### config.mk
export PLATFORM = sky130hd
export DESIGN_NAME = cycling_speed_cadence_parser_core_flat
export DESIGN_NICKNAME = d
export VERILOG_FILES = /design/src/design/csc_pkg.sv /design/src/design/csc_in_if.sv /design/src/design/csc_out_if.sv /design/src/design/cycling_speed_cadence_parser_core.sv /design/src/flat_wrapper.sv
export SDC_FILE = /design/constraint.sdc
export NUM_CORES = 2
export LEC_CHECK = 0
export CORE_UTILIZATION = 54
export DETAILED_ROUTE_END_ITERATION = 12
export DONT_BUFFER_PORTS = 1
export HOLD_SLACK_MARGIN = 0.1
export PLACE_DENSITY = 0.69
export SYNTH_ARGS = -nofsm -noshare
export SYNTH_HDL_FRONTEND = slang
export SYNTH_SLANG_ARGS = --single-unit
### constraint.sdc
create_clock -name clk -period 11.4 [get_ports clk]
set_clock_uncertainty 0.05 [all_clocks]
set_input_delay 0.57 -clock clk [delete_from_list [all_inputs] [get_ports clk]]
set_output_delay 0.57 -clock clk [all_outputs]
set_load 0.01 [all_outputs]
### src/design/csc_pkg.sv
// ---------------------------------------------------------------------------
// csc_pkg - shared types and constants
// Sequencer states, register indexes and fixed scaling constants for the
// cycling speed/cadence packet parser.
// ---------------------------------------------------------------------------
package csc_pkg;

  localparam int CFG_IW = 2;
  localparam int CFG_DW = 16;

  // bytes held for parsing: flag byte plus at most ten field bytes
  localparam int SLOTS = 11;
  localparam int SW    = 4;

  localparam int NUM_W = 58;
  localparam int DEN_W = 21;

  localparam logic [19:0] CAD_SCALE    = 20'd614400;
  localparam logic [15:0] JIT_DT_LIMIT = 16'd103;   // 10*dt < 1024

  localparam logic [11:0] CIRC_RST = 12'd2096;
  localparam logic [15:0] MIN_RST  = 16'd1;
  localparam logic [15:0] MAX_RST  = 16'd10240;
  localparam logic [15:0] VMAX_RST = 16'd10000;

  // update mask bits
  localparam int MB_SPEED = 0;
  localparam int MB_CAD   = 1;
  localparam int MB_WREVS = 2;
  localparam int MB_WTIME = 3;
  localparam int MB_CREVS = 4;
  localparam int MB_CTIME = 5;

  // flag byte bits
  localparam int FB_WREVS = 0;
  localparam int FB_WTIME = 1;
  localparam int FB_CREVS = 2;
  localparam int FB_CTIME = 3;

  typedef enum logic [CFG_IW-1:0] {
    CFG_CIRC = 2'd0,
    CFG_MIN  = 2'd1,
    CFG_MAX  = 2'd2,
    CFG_VMAX = 2'd3
  } cfg_idx_t;

  typedef enum logic [3:0] {
    S_IDLE,
    S_FETCH,
    S_CAPT,
    S_PLAN,
    S_SPD,
    S_SM1,
    S_SM2,
    S_SM3,
    S_CAD,
    S_DIVI,
    S_DIV,
    S_DONE
  } state_t;

endpackage

### src/design/csc_in_if.sv
// ---------------------------------------------------------------------------
// csc_in_if - packet byte channel
// One packet byte per word, with a flag on the final byte.
// ---------------------------------------------------------------------------
interface csc_in_if;
  logic       valid;
  logic       ready;
  logic [7:0] data_byte;
  logic       last_byte;

  modport source (output valid, data_byte, last_byte, input ready);
  modport sink   (input valid, data_byte, last_byte, output ready);
endinterface

### src/design/csc_out_if.sv
// ---------------------------------------------------------------------------
// csc_out_if - parse result channel
// One word per packet: update mask, computed values, raw fields, status.
// ---------------------------------------------------------------------------
interface csc_out_if;
  logic        valid;
  logic        ready;
  logic [5:0]  update_mask;
  logic [15:0] speed_centi_kmh;
  logic [15:0] cadence_deci_rpm;
  logic [31:0] wheel_revs;
  logic [15:0] wheel_time;
  logic [15:0] crank_revs;
  logic [15:0] crank_time;
  logic        status;

  modport source (output valid, update_mask, speed_centi_kmh, cadence_deci_rpm,
                  wheel_revs, wheel_time, crank_revs, crank_time, status,
                  input ready);
  modport sink   (input valid, update_mask, speed_centi_kmh, cadence_deci_rpm,
                  wheel_revs, wheel_time, crank_revs, crank_time, status,
                  output ready);
endinterface

### src/design/cycling_speed_cadence_parser_core.sv
// ---------------------------------------------------------------------------
// cycling_speed_cadence_parser_core - speed/cadence notification parser
// Collects packet bytes, then decodes flags and fields and derives speed
// and cadence with one shared restoring divider.
// ---------------------------------------------------------------------------
// Usage:
//  in_ch carries one packet byte per word, last_byte set on the final one.
//  A non-last byte is taken and yields nothing. The last byte
//  starts the parse, during which in_ch.ready is low:
//    S_FETCH then S_CAPT for each stored byte fetched (up to 11 bytes,
//    memory read port), decode in S_PLAN, speed set-up in S_SPD and
//    S_SM1 to S_SM3, cadence set-up in S_CAD, each division in S_DIVI
//    (saturated) or S_DIVI then S_DIV (16 quotient bits, one a cycle),
//    and loading the result word in S_DONE.
//  One word per packet appears on out_ch and is held until taken. Bytes of
//  the next packet are accepted while it waits; a further parse stalls in
//  its final state until the pending word has gone.
//  Configuration writes on cfg_* take effect at the next edge; the user
//  makes them only while the block is idle, which the block does not enforce.
//  Reset (rst_n low, synchronous) clears the byte count, the previous
//  wheel and crank samples and the configuration to its defaults.
// ---------------------------------------------------------------------------
module cycling_speed_cadence_parser_core #(
  parameter int PACKET_BYTES = 16
) (
  input  logic                        clk,
  input  logic                        rst_n,
  csc_in_if.sink                      in_ch,
  csc_out_if.source                   out_ch,
  input  logic                        cfg_we,
  input  logic [csc_pkg::CFG_IW-1:0]  cfg_idx,
  input  logic [csc_pkg::CFG_DW-1:0]  cfg_data
);
  import csc_pkg::*;

  localparam int LW = $clog2(PACKET_BYTES + 1);
  localparam int AW = $clog2(PACKET_BYTES);
  localparam int LX = LW + 1;

  state_t state_r, state_nxt;

  logic [11:0] circ_r;
  logic [15:0] min_r, max_r, vmax_r;

  logic [LW-1:0] cnt_r;
  logic [LW-1:0] len_r;
  logic [7:0]    mem [PACKET_BYTES];
  logic [7:0]    mem_q;
  logic [SW-1:0] rd_idx_r;
  logic [7:0]    slot_r [SLOTS];

  logic [31:0] pwr_r;
  logic [15:0] pwt_r, pcr_r, pct_r;

  logic [5:0]  mask_r;
  logic        status_r, do_spd_r, do_cad_r;
  logic [31:0] wr_r;
  logic [15:0] wt_r, cv_r, ct_r;

  logic [43:0]      prod_r;
  logic             jit_r;
  logic [36:0]      msd_r;
  logic [NUM_W-1:0] div_num_r;
  logic [DEN_W-1:0] div_den_r;
  logic [DEN_W:0]   div_rem_r;
  logic [15:0]      div_q_r;
  logic [4:0]       div_cnt_r;
  logic             div_sel_r;    // 0 speed, 1 cadence
  logic [15:0]      spd_r, cad_r;

  logic        out_valid_r;
  logic [5:0]  o_mask_r;
  logic [15:0] o_spd_r, o_cad_r, o_wt_r, o_cr_r, o_ct_r;
  logic [31:0] o_wr_r;
  logic        o_stat_r;

  // handshakes
  logic in_acc, done_load;
  assign in_ch.ready = (state_r == S_IDLE);
  assign in_acc      = in_ch.valid & in_ch.ready;
  assign done_load   = (state_r == S_DONE) & (~out_valid_r | out_ch.ready);

  // byte fetch
  logic [LW-1:0] len_acc;
  logic          last_rd;
  assign len_acc = (cnt_r < LW'(PACKET_BYTES)) ? cnt_r + LW'(1) : cnt_r;
  assign last_rd = (LW'(rd_idx_r) + LW'(1) >= len_r) || (rd_idx_r == SW'(SLOTS - 1));

  // ---- decode of the stored packet ----
  logic [7:0]  flg;
  logic [2:0]  off1;
  logic [LX-1:0] lx, o2, o4;
  logic [15:0] g1, g3, g5, g7, g9, d_cv, d_ct2, d_ct, d_wt;
  logic [5:0]  d_mask;
  logic        d_stat, d_spd, d_cad, d_stop;

  assign flg  = slot_r[0];
  assign off1 = {flg[FB_WREVS], flg[FB_WTIME], 1'b1};
  assign lx   = {1'b0, len_r};
  assign o2   = LX'(off1) + LX'(2);
  assign o4   = LX'(off1) + LX'(4);
  assign g1   = {slot_r[2], slot_r[1]};
  assign g3   = {slot_r[4], slot_r[3]};
  assign g5   = {slot_r[6], slot_r[5]};
  assign g7   = {slot_r[8], slot_r[7]};
  assign g9   = {slot_r[10], slot_r[9]};
  assign d_wt = flg[FB_WREVS] ? g5 : g1;
  assign d_ct = (flg[FB_CREVS] | ~flg[FB_CTIME]) ? d_ct2 : d_cv;

  always_comb begin
    case ({flg[FB_WREVS], flg[FB_WTIME]})
      2'b00:   begin d_cv = g1; d_ct2 = g3; end
      2'b01:   begin d_cv = g3; d_ct2 = g5; end
      2'b10:   begin d_cv = g5; d_ct2 = g7; end
      default: begin d_cv = g7; d_ct2 = g9; end
    endcase
  end

  always_comb begin
    d_mask = '0;
    d_stat = 1'b0;
    d_spd  = 1'b0;
    d_cad  = 1'b0;
    d_stop = 1'b0;
    if (flg[FB_WREVS]) begin
      if (lx < LX'(5)) begin
        d_stop = 1'b1;
      end else begin
        d_mask[MB_WREVS] = 1'b1;
        if (flg[FB_WTIME]) begin
          if (lx < LX'(7)) begin
            d_stop = 1'b1;
          end else begin
            d_mask[MB_SPEED] = 1'b1;
            d_mask[MB_WTIME] = 1'b1;
            d_spd = 1'b1;
          end
        end
      end
    end else if (flg[FB_WTIME]) begin
      if (lx < LX'(3)) d_stop = 1'b1;
      else d_mask[MB_WTIME] = 1'b1;
    end
    d_stat = d_stop;
    if (!d_stop) begin
      if (flg[FB_CREVS]) begin
        if (o2 > lx) begin
          d_stat = 1'b1;
        end else begin
          d_mask[MB_CREVS] = 1'b1;
          if (flg[FB_CTIME]) begin
            if (o4 > lx) begin
              d_stat = 1'b1;
            end else begin
              d_mask[MB_CAD]   = 1'b1;
              d_mask[MB_CTIME] = 1'b1;
              d_cad = 1'b1;
            end
          end
        end
      end else if (flg[FB_CTIME]) begin
        if (o2 > lx) d_stat = 1'b1;
        else d_mask[MB_CTIME] = 1'b1;
      end else if (o2 <= lx) begin
        // unflagged crank data left in the packet
        if (o4 <= lx) begin
          if (d_ct != 16'd0) begin
            d_mask[MB_CAD]   = 1'b1;
            d_mask[MB_CREVS] = 1'b1;
            d_mask[MB_CTIME] = 1'b1;
            d_cad = 1'b1;
          end
        end else begin
          d_mask[MB_CREVS] = 1'b1;
        end
      end
    end
  end

  // ---- speed / cadence decisions ----
  logic [15:0] w_dt, c_dt;
  logic        w_first, w_zero, w_out, go_mul, c_first, c_zero, go_cad;
  logic        st_wheel, st_crank, jit_rej;
  assign w_dt    = wt_r - pwt_r;
  assign c_dt    = ct_r - pct_r;
  assign w_first = (pwt_r == 16'd0);
  assign w_zero  = (w_dt == 16'd0);
  assign w_out   = (w_dt < min_r) || (w_dt > max_r);
  assign go_mul  = ~w_first & ~w_zero & ~w_out;
  assign c_first = (pct_r == 16'd0);
  assign c_zero  = (c_dt == 16'd0);
  assign go_cad  = ~c_first & ~c_zero;
  assign st_wheel = (state_r == S_SPD) & do_spd_r & (w_first | ~w_zero);
  assign st_crank = (state_r == S_CAD) & do_cad_r & (c_first | ~c_zero);
  assign jit_rej  = jit_r & (div_num_r > NUM_W'(msd_r));

  // ---- shared divider ----
  logic           div_sat, div_ge, div_fin;
  logic [DEN_W:0] rem2;
  logic [15:0]    q_fin;
  assign div_sat = div_num_r[NUM_W-1:16] >= (NUM_W-16)'(div_den_r);
  assign rem2    = {div_rem_r[DEN_W-1:0], div_num_r[15]};
  assign div_ge  = rem2 >= {1'b0, div_den_r};
  assign div_fin = ((state_r == S_DIVI) & div_sat) |
                   ((state_r == S_DIV) & (div_cnt_r == 5'd1));
  assign q_fin   = (state_r == S_DIVI) ? 16'hFFFF : {div_q_r[14:0], div_ge};

  // ---- sequencer ----
  always_comb begin
    state_nxt = state_r;
    case (state_r)
      S_IDLE:  if (in_acc && in_ch.last_byte) state_nxt = S_FETCH;
      S_FETCH: state_nxt = S_CAPT;
      S_CAPT:  state_nxt = last_rd ? S_PLAN : S_FETCH;
      S_PLAN:  state_nxt = S_SPD;
      S_SPD:   state_nxt = (do_spd_r && go_mul) ? S_SM1 : S_CAD;
      S_SM1:   state_nxt = S_SM2;
      S_SM2:   state_nxt = S_SM3;
      S_SM3:   state_nxt = jit_rej ? S_CAD : S_DIVI;
      S_CAD:   state_nxt = (do_cad_r && go_cad) ? S_DIVI : S_DONE;
      S_DIVI:  if (div_sat) state_nxt = div_sel_r ? S_DONE : S_CAD;
               else state_nxt = S_DIV;
      S_DIV:   if (div_cnt_r == 5'd1) state_nxt = div_sel_r ? S_DONE : S_CAD;
      S_DONE:  if (done_load) state_nxt = S_IDLE;
      default: state_nxt = S_IDLE;
    endcase
  end

  always_ff @(posedge clk) begin
    if (!rst_n) begin
      state_r     <= S_IDLE;
      cnt_r       <= '0;
      pwr_r       <= '0;
      pwt_r       <= '0;
      pcr_r       <= '0;
      pct_r       <= '0;
      circ_r      <= CIRC_RST;
      min_r       <= MIN_RST;
      max_r       <= MAX_RST;
      vmax_r      <= VMAX_RST;
      out_valid_r <= 1'b0;
    end else begin
      state_r <= state_nxt;
      if (cfg_we) begin
        case (cfg_idx_t'(cfg_idx))
          CFG_CIRC: circ_r <= cfg_data[11:0];
          CFG_MIN:  min_r  <= cfg_data;
          CFG_MAX:  max_r  <= cfg_data;
          CFG_VMAX: vmax_r <= cfg_data;
          default:  ;
        endcase
      end
      if (in_acc) begin
        if (in_ch.last_byte) cnt_r <= '0;
        else cnt_r <= len_acc;
      end
      if (st_wheel) begin
        pwr_r <= wr_r;
        pwt_r <= wt_r;
      end
      if (st_crank) begin
        pcr_r <= cv_r;
        pct_r <= ct_r;
      end
      if (done_load) out_valid_r <= 1'b1;
      else if (out_ch.ready) out_valid_r <= 1'b0;
    end
  end

  // packet store
  always_ff @(posedge clk) begin
    if (in_acc && (cnt_r < LW'(PACKET_BYTES))) mem[cnt_r[AW-1:0]] <= in_ch.data_byte;
    mem_q <= mem[AW'(rd_idx_r)];
  end

  // datapath
  always_ff @(posedge clk) begin
    case (state_r)
      S_IDLE: begin
        if (in_acc && in_ch.last_byte) begin
          len_r    <= len_acc;
          rd_idx_r <= '0;
        end
      end
      S_CAPT: begin
        if (rd_idx_r < SW'(SLOTS)) slot_r[rd_idx_r] <= mem_q;
        rd_idx_r <= rd_idx_r + SW'(1);
      end
      S_PLAN: begin
        mask_r   <= d_mask;
        status_r <= d_stat;
        do_spd_r <= d_spd;
        do_cad_r <= d_cad;
        wr_r     <= {g3, g1};
        wt_r     <= d_wt;
        cv_r     <= d_cv;
        ct_r     <= d_ct;
        spd_r    <= '0;
        cad_r    <= '0;
      end
      S_SPD: begin
        // rev difference wraps at 32 bits before scaling
        prod_r    <= 32'(wr_r - pwr_r) * circ_r;
        div_den_r <= (DEN_W'(w_dt) << 4) + (DEN_W'(w_dt) << 3) + DEN_W'(w_dt);
        jit_r     <= w_dt < JIT_DT_LIMIT;
      end
      S_SM1: begin
        // times 9216 = 8192 + 1024
        div_num_r <= (NUM_W'(prod_r) << 13) + (NUM_W'(prod_r) << 10);
      end
      S_SM2: begin
        msd_r <= vmax_r * div_den_r;
      end
      S_SM3: begin
        div_sel_r <= 1'b0;
      end
      S_CAD: begin
        div_sel_r <= 1'b1;
        div_num_r <= NUM_W'(16'(cv_r - pcr_r) * CAD_SCALE);
        div_den_r <= DEN_W'(c_dt);
      end
      S_DIVI: begin
        div_rem_r <= {1'b0, div_num_r[DEN_W+15:16]};
        div_q_r   <= '0;
        div_cnt_r <= 5'd16;
      end
      S_DIV: begin
        div_rem_r <= div_ge ? rem2 - {1'b0, div_den_r} : rem2;
        div_q_r   <= {div_q_r[14:0], div_ge};
        div_num_r <= div_num_r << 1;
        div_cnt_r <= div_cnt_r - 5'd1;
      end
      default: ;
    endcase
    if (div_fin) begin
      if (div_sel_r) cad_r <= q_fin;
      else spd_r <= q_fin;
    end
    if (done_load) begin
      o_mask_r <= mask_r;
      o_stat_r <= status_r;
      o_spd_r  <= mask_r[MB_SPEED] ? spd_r : '0;
      o_cad_r  <= mask_r[MB_CAD]   ? cad_r : '0;
      o_wr_r   <= mask_r[MB_WREVS] ? wr_r  : '0;
      o_wt_r   <= mask_r[MB_WTIME] ? wt_r  : '0;
      o_cr_r   <= mask_r[MB_CREVS] ? cv_r  : '0;
      o_ct_r   <= mask_r[MB_CTIME] ? ct_r  : '0;
    end
  end

  assign out_ch.valid            = out_valid_r;
  assign out_ch.update_mask      = o_mask_r;
  assign out_ch.speed_centi_kmh  = o_spd_r;
  assign out_ch.cadence_deci_rpm = o_cad_r;
  assign out_ch.wheel_revs       = o_wr_r;
  assign out_ch.wheel_time       = o_wt_r;
  assign out_ch.crank_revs       = o_cr_r;
  assign out_ch.crank_time       = o_ct_r;
  assign out_ch.status           = o_stat_r;

  // ---- checks ----
  a_spd_fields: assert property (@(posedge clk) disable iff (!rst_n)
    out_valid_r |-> (!o_mask_r[MB_SPEED] || (o_mask_r[MB_WREVS] && o_mask_r[MB_WTIME])))
    else $error("speed reported without wheel fields");

  a_cad_fields: assert property (@(posedge clk) disable iff (!rst_n)
    out_valid_r |-> (!o_mask_r[MB_CAD] || (o_mask_r[MB_CREVS] && o_mask_r[MB_CTIME])))
    else $error("cadence reported without crank fields");

  a_div_rem: assert property (@(posedge clk) disable iff (!rst_n)
    (state_r == S_DIV) |-> ({1'b0, div_den_r} > div_rem_r))
    else $error("divider remainder out of range");

  a_cnt_range: assert property (@(posedge clk) disable iff (!rst_n)
    cnt_r <= LW'(PACKET_BYTES))
    else $error("byte count beyond store depth");

endmodule

### src/flat_wrapper.sv
// flat-port wrapper written by rule: the top's interface ports become plain ports
module cycling_speed_cadence_parser_core_flat import csc_pkg::*;
#(
  parameter int PACKET_BYTES = 16
)
  (clk, rst_n, cfg_we, cfg_idx, cfg_data, in_ch_valid, in_ch_data_byte, in_ch_last_byte, in_ch_ready, out_ch_valid, out_ch_update_mask, out_ch_speed_centi_kmh, out_ch_cadence_deci_rpm, out_ch_wheel_revs, out_ch_wheel_time, out_ch_crank_revs, out_ch_crank_time, out_ch_status, out_ch_ready);
  csc_in_if in_ch_i ();
  csc_out_if out_ch_i ();
  input  logic clk;
  input  logic rst_n;
  input  logic cfg_we;
  input  logic [csc_pkg::CFG_IW-1:0] cfg_idx;
  input  logic [csc_pkg::CFG_DW-1:0] cfg_data;
  input wire logic [$bits(in_ch_i.valid)-1:0] in_ch_valid;
  input wire logic [$bits(in_ch_i.data_byte)-1:0] in_ch_data_byte;
  input wire logic [$bits(in_ch_i.last_byte)-1:0] in_ch_last_byte;
  output wire logic [$bits(in_ch_i.ready)-1:0] in_ch_ready;
  output wire logic [$bits(out_ch_i.valid)-1:0] out_ch_valid;
  output wire logic [$bits(out_ch_i.update_mask)-1:0] out_ch_update_mask;
  output wire logic [$bits(out_ch_i.speed_centi_kmh)-1:0] out_ch_speed_centi_kmh;
  output wire logic [$bits(out_ch_i.cadence_deci_rpm)-1:0] out_ch_cadence_deci_rpm;
  output wire logic [$bits(out_ch_i.wheel_revs)-1:0] out_ch_wheel_revs;
  output wire logic [$bits(out_ch_i.wheel_time)-1:0] out_ch_wheel_time;
  output wire logic [$bits(out_ch_i.crank_revs)-1:0] out_ch_crank_revs;
  output wire logic [$bits(out_ch_i.crank_time)-1:0] out_ch_crank_time;
  output wire logic [$bits(out_ch_i.status)-1:0] out_ch_status;
  input wire logic [$bits(out_ch_i.ready)-1:0] out_ch_ready;
  assign in_ch_i.valid = in_ch_valid;
  assign in_ch_i.data_byte = in_ch_data_byte;
  assign in_ch_i.last_byte = in_ch_last_byte;
  assign in_ch_ready = in_ch_i.ready;
  assign out_ch_valid = out_ch_i.valid;
  assign out_ch_update_mask = out_ch_i.update_mask;
  assign out_ch_speed_centi_kmh = out_ch_i.speed_centi_kmh;
  assign out_ch_cadence_deci_rpm = out_ch_i.cadence_deci_rpm;
  assign out_ch_wheel_revs = out_ch_i.wheel_revs;
  assign out_ch_wheel_time = out_ch_i.wheel_time;
  assign out_ch_crank_revs = out_ch_i.crank_revs;
  assign out_ch_crank_time = out_ch_i.crank_time;
  assign out_ch_status = out_ch_i.status;
  assign out_ch_i.ready = out_ch_ready;
  cycling_speed_cadence_parser_core #(.PACKET_BYTES(PACKET_BYTES)) u_core (.clk(clk), .rst_n(rst_n), .in_ch(in_ch_i), .out_ch(out_ch_i), .cfg_we(cfg_we), .cfg_idx(cfg_idx), .cfg_data(cfg_data));
endmodule
==> impl_metrics.ini <==
[cells_and_area]
area_growth_syn_to_layout_pct = 7.27
nets = 7580
num-fill-cells = 10300
design_area_um2 = 70700
drive_gt1_share_pct = 5.15

[floorplan]
die-width_um = 351
start_util_pct = 54.7
dieArea_um2 = 123000
ios = 153
core_area_um2 = 120000
fp.dieH_um = 351
placementRows = 127

[worst_setup_path]
crit_start = u_core.wr_r[0]
reg2regPathDepth = 35
crit_arrival_ns = 9.53
crit_path_frequent_cell = fa_1
setup.worst_path.end_class = register
r2r_slack_ns = 2.27
slowest_stage = o21ai_2
r2r-end = u_core.prod_r[41]
max_stage_delay_ns = 0.69
r2r-start = u_core.wr_r[0]
cp_max_fo = 25
crit_path_end = u_core.prod_r[41]
start_kind = register
crit_type = reg -> reg
crit_required_ns = 11.80

[logic_synthesis]
ys_ff_latch = 810
synth_warnings = 0
synth_top_flop_cell = edfxtp_1
yosysUniqueCellTypes = 96
synthArstFlopShare_pct = 0
synth_edf_count = 620
synth_area_per_cell_um2 = 10.1
synth_cells = 6509
yosysSeqAreaShare_pct = 34.0
synth_area_um2 = 65900
synthesis.nets = 7675

[global_route]
grt_use_total_pct = 27.6
antenna_found_initial = 15
grt_max_degree = 175
grt_overflow = 0
grt_pass1_wl_mm = 265
grt_pass1_vias = 47400

[detailed_routing]
dr.pass1.iters = 8
final_antenna_net_count = 0
via_count = 46400
vias_per_cell = 5.72
wl_mm = 166
drc_errors = 0
wire_per_inst_um = 20.4
drtIter0Drc = 4004

[placed_design]
routabilityCongestion = 0.921
portBuffers = 0
hpwl_mm = 123
dp_slack_ns = 2.29
dpl_cell_area_um2 = 67400

[sta]
setup_slack_ns = 2.27
relSlewSlack_pct = 13.9
worst_slew_pin_slew_ns = 1.29
fmax_ghz = 0.110
final.setup.tns_ns = 0
period_needed_ns = 9.13
finalHoldViolCount = 0
rsz0062_at_grt = false
finalCritPeriodShare_pct = 80.1
finalSetupViolations = 0
slew_violations = 0

[power_and_ir_drop]
cellPowerDensity_nw_per_um2 = 126
seq_power_share_pct = 37.8
cellLeakagePower_nw = 30.1
p_sw_share_pct = 31.7
clkPwrFrac_pct = 32.9
ir_worst_vdd_v = 0.000147
power.share.combinational_pct = 29.3
p_sw_mw = 2.82
p_int_mw = 6.06

[flow_run]
cap_violations = 0

[cts]
cts_resized = 0
clkLatencyLatePin_ns = 0.74
path_clk_slew_ns = 0.07
clockBufferDepth = 3
cts_made_buffers = 86
cts_root_buffer = clkbuf_16
cts_hold_buf = 34
clock-sinks = 810
cts_tree = done
post_cts_buffers = 0
htreeDepth = 3

[outcome]
status = finished clean

[min_path]
hold_class = in -> reg
## sequential cells by signal, summed over array words and instances (netlist names), 21 cells and up
signal,count
u_core.msd_r,37
u_core.div_num_r,48
u_core.pwr_r,32
u_core.mem,128
u_core.slot_r,84
u_core.out_ch.wheel_revs,32
u_core.div_den_r,21
u_core.wr_r,32
u_core.div_rem_r,21
u_core.prod_r,44
## how the worst min path moves through the flow
stage / to / start / cells after the start / slack (ns)
floorplan: u_core.out_ch.status / u_core.status_r / 0 / 0.35
finish: u_core.cnt_r[0] / in_ch_last_byte / 3 / 0.16
detailed placement: u_core.out_ch.status / u_core.status_r / 0 / 0.37
CTS: u_core.cnt_r[0] / in_ch_last_byte / 3 / 0.10
global placement: u_core.out_ch.status / u_core.status_r / 0 / 0.37
global route: u_core.cnt_r[0] / in_ch_last_byte / 3 / 0.14
## layout by cell type (no fill, tap or decap), drive strengths merged, types with 190 or more instances in the layout
| cell | synthesis | routed |
|---|---|---|
| edfxtp | 620 | 620 |
| ha | 528 | 528 |
| inv | 962 | 964 |
| o21ai | 242 | 242 |
| and2 | 344 | 344 |
| dfxtp | 190 | 190 |
| a21oi | 238 | 238 |
| nand2 | 887 | 887 |
| fa | 606 | 606 |
| nor2 | 200 | 200 |
## area by class of cell
cell class | count | area, um2 | share of cell area, %
inverters | 962 | 3610 | 5.11
flip-flops and latches | 810 | 22400 | 31.7
clock inverters | 48 | 596 | 0.842
multi-input cells | 4447 | 38700 | 54.8
repair buffers | 107 | 906 | 1.28
well taps | 1612 | 2020 | 2.85
clock buffers | 114 | 2370 | 3.35
diodes | 10 | 25.0 | 0.0354
## power by group through the flow
stage	sequential, mW	clock [mW]	combinational, mW
floorplan	3.38	0	2.00
detailed placement	3.42	0	2.54
finish	3.35	2.92	2.60
global placement	3.42	0	2.50
global route	3.36	3.08	2.96
CTS	3.35	2.97	2.61
## cell families after synthesis
kind of cell	after synthesis	synth area share, %
DFF	810	34.0
adders and majority gates	1134	28.4
muxes	159	3.21
buffers and inverters	1252	7.28
xor gates and xnor gates	219	2.91
AOI/OAI and AO/OA	984	9.87
and+or+nand+nor	1951	14.3
## metal layers
metal / vias to the layer above / GRT usage [%] / wire (um)
li1: 21500 / - / -
met5: - / 0 / 49
met3: 284 / 5.51 / 12800
met2: 1550 / 45.0 / 77200
met1: 23000 / 36.7 / 70100
met4: 8 / 9.48 / 5530
## per-stage QoR
step	power, mW	std cells	hold WS, ns	util, %
6_report	8.88	8110	0.155	58.7
5_1_grt	9.40	8103	0.139	58.7
4_1_cts	8.93	8100	0.105	58.7
3_5_place_dp	5.95	7904	0.366	55.9
3_3_place_gp	5.92	7904	0.367	55.9
2_1_floorplan	5.39	6509	0.350	-
## critical path: cells and delay by family, from the launching register on
kind	cells	cell delay (ns)
AO/OA/AOI/OAI	15	3.41
XOR/XNOR	1	0.07
adder cells (fa/ha/maj)	8	3.60
buffers and inverters	5	0.30
flip-flops	1	0.42
AND/OR/NAND/NOR	6	1.02
## synth_stat cells (12+ instances only)
master	count	area, um2
a22oi_1	12	90.1
buf_2	17	85.1
o22ai_1	16	100
ha_1	528	6610
a222oi_1	32	320
nand2b_1	51	319
o21bai_1	32	240
mux4_2	40	901
dfxtp_1	190	3800
nand2_1	887	3330
and2_1	344	2150
nand4b_1	17	149
or2_2	12	75.1
or3_1	22	138
o21ai_1	40	200
and3_1	44	275
o21a_1	35	263
nand3_1	114	571
nor2b_1	105	657
a211oi_1	30	225
xnor2_1	143	1250
a31oi_1	36	225
edfxtp_1	620	18600
inv_1	961	3610
mux2_2	18	203
mux2i_1	101	1010
nor4_1	29	181
clkbuf_1	240	901
buf_1	21	78.8
o211ai_1	14	105
nor2_1	198	743
nand4_1	35	219
fa_1	606	12100
a21oi_1	234	1170
nor3_1	49	245
a21o_1	127	953
xor2_1	76	666
o21ai_0	193	966
a21boi_0	60	450
Note: power is estimated with default switching activity, not from simulation.
